[config.mk]
export PLATFORM = sky130hd
export DESIGN_NAME = pidc_muldiv
export DESIGN_NICKNAME = d
export VERILOG_FILES = /design/src/hdl/pidc_pkg.sv /design/src/hdl/pidc_muldiv.sv
export SDC_FILE = /design/constraint.sdc
export NUM_CORES = 2
export LEC_CHECK = 0
export BUFFER_PORTS_ARGS = -buffer_cell sky130_fd_sc_hd__clkbuf_2
export CAP_MARGIN = 20
export CORE_MARGIN = 1.5
export CORE_UTILIZATION = 60
export CTS_BUF_LIST = sky130_fd_sc_hd__clkbuf_8 sky130_fd_sc_hd__clkbuf_16
export CTS_CLUSTER_SIZE = 28
export DETAILED_ROUTE_END_ITERATION = 7
export PLACE_DENSITY = 0.77
export SETUP_SLACK_MARGIN = 0.02
export SLEW_MARGIN = 40
export SYNTH_ARGS = -nofsm -noshare
export SYNTH_HDL_FRONTEND = slang
export SYNTH_SLANG_ARGS = --single-unit
[constraint.sdc]
create_clock -name clock -period 37.8 [get_ports clock]
set_clock_uncertainty 0.1 [all_clocks]
set_input_delay 5.67 -clock clock [delete_from_list [all_inputs] [get_ports clock]]
set_output_delay 5.67 -clock clock [all_outputs]
set_load 0.01 [all_outputs]
[src/hdl/pidc_pkg.sv]
// ----------------------------------------------------------------------------
// PID controller package
// Fixed types, status codes and register indexes shared by the PID block.
// ----------------------------------------------------------------------------
package pidc_pkg;

   localparam int FracBits = 16;

   typedef enum logic [2:0] {
      ST_COMPUTED = 3'd0,
      ST_DISABLED = 3'd1,
      ST_FIRST    = 3'd2,
      ST_ZERO_DT  = 3'd3,
      ST_RESET    = 3'd4
   } status_type;

   typedef enum logic [2:0] {
      REG_PROP   = 3'd0,
      REG_INTEG  = 3'd1,
      REG_DERIV  = 3'd2,
      REG_TARGET = 3'd3,
      REG_LOWER  = 3'd4,
      REG_UPPER  = 3'd5,
      REG_ENABLE = 3'd6,
      REG_ANGLE  = 3'd7
   } reg_index_type;

   // Request to the shared multiply/divide unit: round(a*b/d), saturated.
   typedef struct packed {
      logic        start;
      logic [63:0] a;
      logic [63:0] b;
      logic [63:0] d;
   } md_req_type;

   typedef struct packed {
      logic        done;
      logic [63:0] q;
   } md_rsp_type;

   typedef struct packed {
      logic        op;
      logic [31:0] feedback;
      logic [31:0] time_us;
   } req_payload_type;

   typedef struct packed {
      logic [31:0] drive;
      logic [2:0]  status;
   } rsp_payload_type;

endpackage

[src/hdl/pidc_muldiv.sv]
// ----------------------------------------------------------------------------
// PID shared multiply-divide unit
// Forms round(a*b/d) half away from zero, saturated to 64-bit signed.
// Multiply by 32x32 partial products, then restoring division bit by bit.
// ----------------------------------------------------------------------------
module pidc_muldiv
   import pidc_pkg::*;
(
   input  logic       clock,
   input  logic       reset,
   input  md_req_type md_req,
   output md_rsp_type md_rsp
);

   typedef enum logic [4:0] {
      MD_IDLE = 5'b00001,
      MD_MUL  = 5'b00010,
      MD_PREP = 5'b00100,
      MD_DIV  = 5'b01000,
      MD_FIN  = 5'b10000
   } md_state_type;

   md_state_type state_ff, state_in;
   logic         neg_ff, neg_in;
   logic [63:0]  mag_ff, mag_in;
   logic [63:0]  b_ff, b_in;
   logic [63:0]  d_ff, d_in;
   logic [127:0] prod_ff, prod_in;
   logic [1:0]   pp_ff, pp_in;
   logic [64:0]  rem_ff, rem_in;
   logic [63:0]  quo_ff, quo_in;
   logic [5:0]   bit_ff, bit_in;
   logic         sat_ff, sat_in;
   logic         zero_ff, zero_in;
   logic [63:0]  q_ff, q_in;
   logic         done_ff, done_in;

   logic [31:0]  pa, pb;
   logic [63:0]  pp;
   logic [127:0] shifted;
   logic [127:0] rounded;
   logic [64:0]  trial;

   always_comb begin
      pa = pp_ff[1] ? mag_ff[63:32] : mag_ff[31:0];
      pb = pp_ff[0] ? b_ff[63:32] : b_ff[31:0];
      pp = pa * pb;
      case ({pp_ff[1], pp_ff[0]})
         2'b00:   shifted = {64'd0, pp};
         2'b01,
         2'b10:   shifted = {32'd0, pp, 32'd0};
         default: shifted = {pp, 64'd0};
      endcase
      rounded = prod_ff + {65'd0, d_ff[63:1]};
      trial   = {rem_ff[63:0], prod_ff[127]} - {1'b0, d_ff};
   end

   always_comb begin
      state_in = state_ff;
      neg_in   = neg_ff;
      mag_in   = mag_ff;
      b_in     = b_ff;
      d_in     = d_ff;
      prod_in  = prod_ff;
      pp_in    = pp_ff;
      rem_in   = rem_ff;
      quo_in   = quo_ff;
      bit_in   = bit_ff;
      sat_in   = sat_ff;
      zero_in  = zero_ff;
      q_in     = q_ff;
      done_in  = 1'b0;
      case (state_ff)
         MD_IDLE: begin
            if (md_req.start) begin
               neg_in   = md_req.a[63];
               mag_in   = md_req.a[63] ? (64'd0 - md_req.a) : md_req.a;
               b_in     = md_req.b;
               d_in     = md_req.d;
               zero_in  = (md_req.d == 64'd0);
               prod_in  = '0;
               pp_in    = 2'd0;
               state_in = MD_MUL;
            end
         end
         MD_MUL: begin
            prod_in = prod_ff + shifted;
            pp_in   = pp_ff + 2'd1;
            if (pp_ff == 2'd3) begin
               state_in = MD_PREP;
            end
         end
         MD_PREP: begin
            // add half the divisor, then check the quotient fits 64 bits
            sat_in   = (rounded[127:64] >= d_ff);
            rem_in   = {1'b0, rounded[127:64]};
            prod_in  = {rounded[63:0], 64'd0};
            quo_in   = '0;
            bit_in   = 6'd0;
            state_in = MD_DIV;
         end
         MD_DIV: begin
            if (!trial[64]) begin
               rem_in = trial;
               quo_in = {quo_ff[62:0], 1'b1};
            end else begin
               rem_in = {rem_ff[63:0], prod_ff[127]};
               quo_in = {quo_ff[62:0], 1'b0};
            end
            prod_in = {prod_ff[126:0], 1'b0};
            bit_in  = bit_ff + 6'd1;
            if (bit_ff == 6'd63) begin
               state_in = MD_FIN;
            end
         end
         MD_FIN: begin
            if (zero_ff) begin
               q_in = '0;
            end else if (neg_ff) begin
               q_in = (sat_ff || quo_ff[63]) ? {1'b1, 63'd0} : (64'd0 - quo_ff);
            end else begin
               q_in = (sat_ff || quo_ff[63]) ? {1'b0, {63{1'b1}}} : quo_ff;
            end
            done_in  = 1'b1;
            state_in = MD_IDLE;
         end
         default: state_in = MD_IDLE;
      endcase
   end

   always_ff @(posedge clock) begin
      if (reset) begin
         state_ff <= MD_IDLE;
         done_ff  <= 1'b0;
      end else begin
         state_ff <= state_in;
         done_ff  <= done_in;
      end
      neg_ff  <= neg_in;
      mag_ff  <= mag_in;
      b_ff    <= b_in;
      d_ff    <= d_in;
      prod_ff <= prod_in;
      pp_ff   <= pp_in;
      rem_ff  <= rem_in;
      quo_ff  <= quo_in;
      bit_ff  <= bit_in;
      sat_ff  <= sat_in;
      zero_ff <= zero_in;
      q_ff    <= q_in;
   end

   assign md_rsp.done = done_ff;
   assign md_rsp.q    = q_ff;

endmodule
==> qor.csv <==
metric,value,unit
crit-path max cell delay,840,ps
die width,357,um
Final setup violation count,0,
area of the multi-input gates,0.0545,mm2
layout cells sized above 1,0.0799,
max_cap viols,0,
Max Root-Sink Buffers,3,
Core Box Area,0.124,mm2
area share of the leading cell type in the synthesized netlist,0.239,
post-synthesis sequential area ratio,0.210,
CTS tree,yes,
first-pass GRT wire length,418000,um
Total Neg Setup Slack,0,ps
I/O Buffers,259,
num rows,129,
ranking of synthesized cells by area,"fa_1, edfxtp_1, ha_1",
pre-CTS setup slack,23740,ps
Final ANT Viol Nets,0,
Post-synth top cells,"nor2_1, inv_1, nand2_1",
Post-Syn Instances,8545,
failing checks,DRC,
final period utilization,0.386,
Finished Core Util,0.653,
later-pin clock latency in the skew report,750,ps
cell taking the most area after synthesis,fa_1,
Reg2Reg Setup Slack,23190,ps
syn nets,10200,
most numerous cell in the Yosys netlist,nor2_1,
fmax,68.5,MHz
Via Count,67400,
Hold Crit Class,reg -> reg,
status,"complete, but fails checks",
"Hold Vio Cnt, Final",0,
RSZ-0062 raised after global routing,false,
Ys Warns,0,
slowest CP cell,mux2_2,
Fillers,10300,
"EDFF count, synth",523,
drt first pass iters,8,
slew at the pin closest to its max-slew limit,986,ps
RR Endpoint,prod_ff[127],
syn_area_per_cell,8.81,um2
"Hold-fix buffers, CTS",0,
Mapped Area,0.0753,mm2
Layout area overhead,7.62,%
gr ovfl total,0,
startpoint types,flop,
Critical Path Stages,39,
Register-to-Register Path Depth,39,
number of DRC markers in iteration 0,8264,
GR Util All Layers,0.442,
Starting Density,0.607,
Rel. slew slack,0.341,
final wirelength,282000,um
Tmin final,14610,ps
nets,10300,
DR WL/cell,27.5,um
crit path DAT,14970,ps
"CP delay by family, top",compound AO/OA/AOI/OAI gates,
Final GP Congestion,1.08,
I/O pins,260,
final hold slack,477,ps
Num CTS Buffers,70,
ys flop type,edfxtp_1,
Async SR Flop Fraction,0,
Worst setup endpoint,prod_ff[127],
die area,0.128,mm2
Worst path most repeated cell,fa_1,
Reg-to-Reg Start,pp_ff[1],
# DRC,8,
Setup Crit Path Kind,reg -> reg,
H-tree lvl count,3,
Critical path origin,pp_ff[1],
final worst slack,23190,ps
"Buf+Inv Stages, Crit Path",4,
total area of sequential cells,0.0158,mm2
post-DP HPWL,224000,um
CTS Sinks,529,
Synth Register Bits,529,
Die Y,357,um
Final Max Tran Viols,0,
CTS root buf,clkbuf_16,
# resized after CTS,0,
Worst Path Required,38170,ps
crit path max fanout,66,
largest net degree at the start of global routing,174,
clk slew on worst S/H paths,70,ps
Vias/cell,6.55,
setup bufs post-CTS,0,
Netlist cell types,82,
CP Capture Type,flop,
initial antenna violation count,18,
number of global-route vias before repair,67600,
-- per-stage QoR --
step,cells,instance area (um2)
after floorplan,8545,75300
after global placement,10100,78200
after detailed placement,10100,78400
after CTS,10300,80900
after global routing,10300,81000
final,10300,81000
-- logic make-up (layout without fill, tap and decap cells) --
group,count (synthesis),after routing,share of synthesized area
AO/OA/AOI/OAI,1697,1697,0.144
XOR/XNOR,464,464,0.0542
adder cells (fa/ha/maj),1485,1485,0.336
buffers and inverters,1437,1525,0.0717
flip-flops,529,529,0.210
multiplexers,140,140,0.0197
other,0,15,0
AND/OR/NAND/NOR,2793,2793,0.164
-- flip-flops by register name (all words and copies together), names as in the netlist --
| register | flops |
|---|---|
| prod_ff | 128 |
| b_ff | 64 |
| d_ff | 64 |
| mag_ff | 64 |
| q_ff | 64 |
| quo_ff | 64 |
| rem_ff | 64 |
| bit_ff | 6 |
| state_ff | 5 |
| pp_ff | 2 |
| done_ff | 1 |
| neg_ff | 1 |
| sat_ff | 1 |
| zero_ff | 1 |
-- how the worst min path moves through the flow --
stage                     start         end  slack [ps]  cells past startpoint
floorplan           state_ff[4]     done_ff         390                      2
global placement     quo_ff[49]  quo_ff[50]         470                      1
detailed placement   quo_ff[53]  quo_ff[54]         450                      1
CTS                  quo_ff[53]  quo_ff[54]         480                      1
global route         quo_ff[49]  quo_ff[50]         510                      1
finish               quo_ff[53]  quo_ff[54]         480                      1
-- cell usage in the layout (no fill, tap or decap), types with 78 or more instances in the layout --
| cell | netlist | final |
|---|---|---|
| edfxtp_1 | 523 | 523 |
| o21ai_0 | 409 | 408 |
| xor2_1 | 164 | 161 |
| nand3_1 | 99 | 99 |
| buf_4 | 1 | 116 |
| ha_1 | 586 | 586 |
| nand4_1 | 147 | 147 |
| fa_1 | 899 | 899 |
| o21bai_1 | 78 | 78 |
| and2_1 | 117 | 116 |
| xnor2_1 | 299 | 292 |
| clkbuf_2 | 0 | 259 |
| inv_1 | 1010 | 1016 |
| a21o_1 | 192 | 192 |
| a21oi_1 | 454 | 454 |
| nor2_1 | 1055 | 1053 |
| nand2_1 | 953 | 951 |
-- cell type report --
| type | instances | share of cell area |
|---|---|---|
| Timing Repair Buffer | 385 | 0.0285 |
| Clock buffer | 70 | 0.0216 |
| Tap cell | 1637 | 0.0253 |
| Clock inverter | 59 | 0.00965 |
| Multi-Input combinational cell | 6579 | 0.672 |
| Antenna cell | 15 | 0.000463 |
| Inverter | 1011 | 0.0470 |
| Sequential cell | 529 | 0.195 |
-- worst register-to-register path: cells and delay by family (launching register included) --
family	cells	cell delay [ps]
AO/OA/AOI/OAI	16	5150
XOR/XNOR	2	710
adder cells (fa/ha/maj)	10	4960
buffers and inverters	4	760
flip-flops	1	350
multiplexers	1	880
AND/OR/NAND/NOR	6	1420
-- layer usage --
layer | GRT usage | vias to the layer above | share of wire
li1 | - | 28900 | -
met1 | 0.568 | 32800 | 0.37
met2 | 0.652 | 4577 | 0.42
met3 | 0.148 | 1072 | 0.14
met4 | 0.259 | 14 | 0.072
met5 | 0.00259 | - | 0.00047
Power is left out: the tool's default activity adds up to more than one toggle a clock period on the data nets, which glitch-free logic cannot reach.
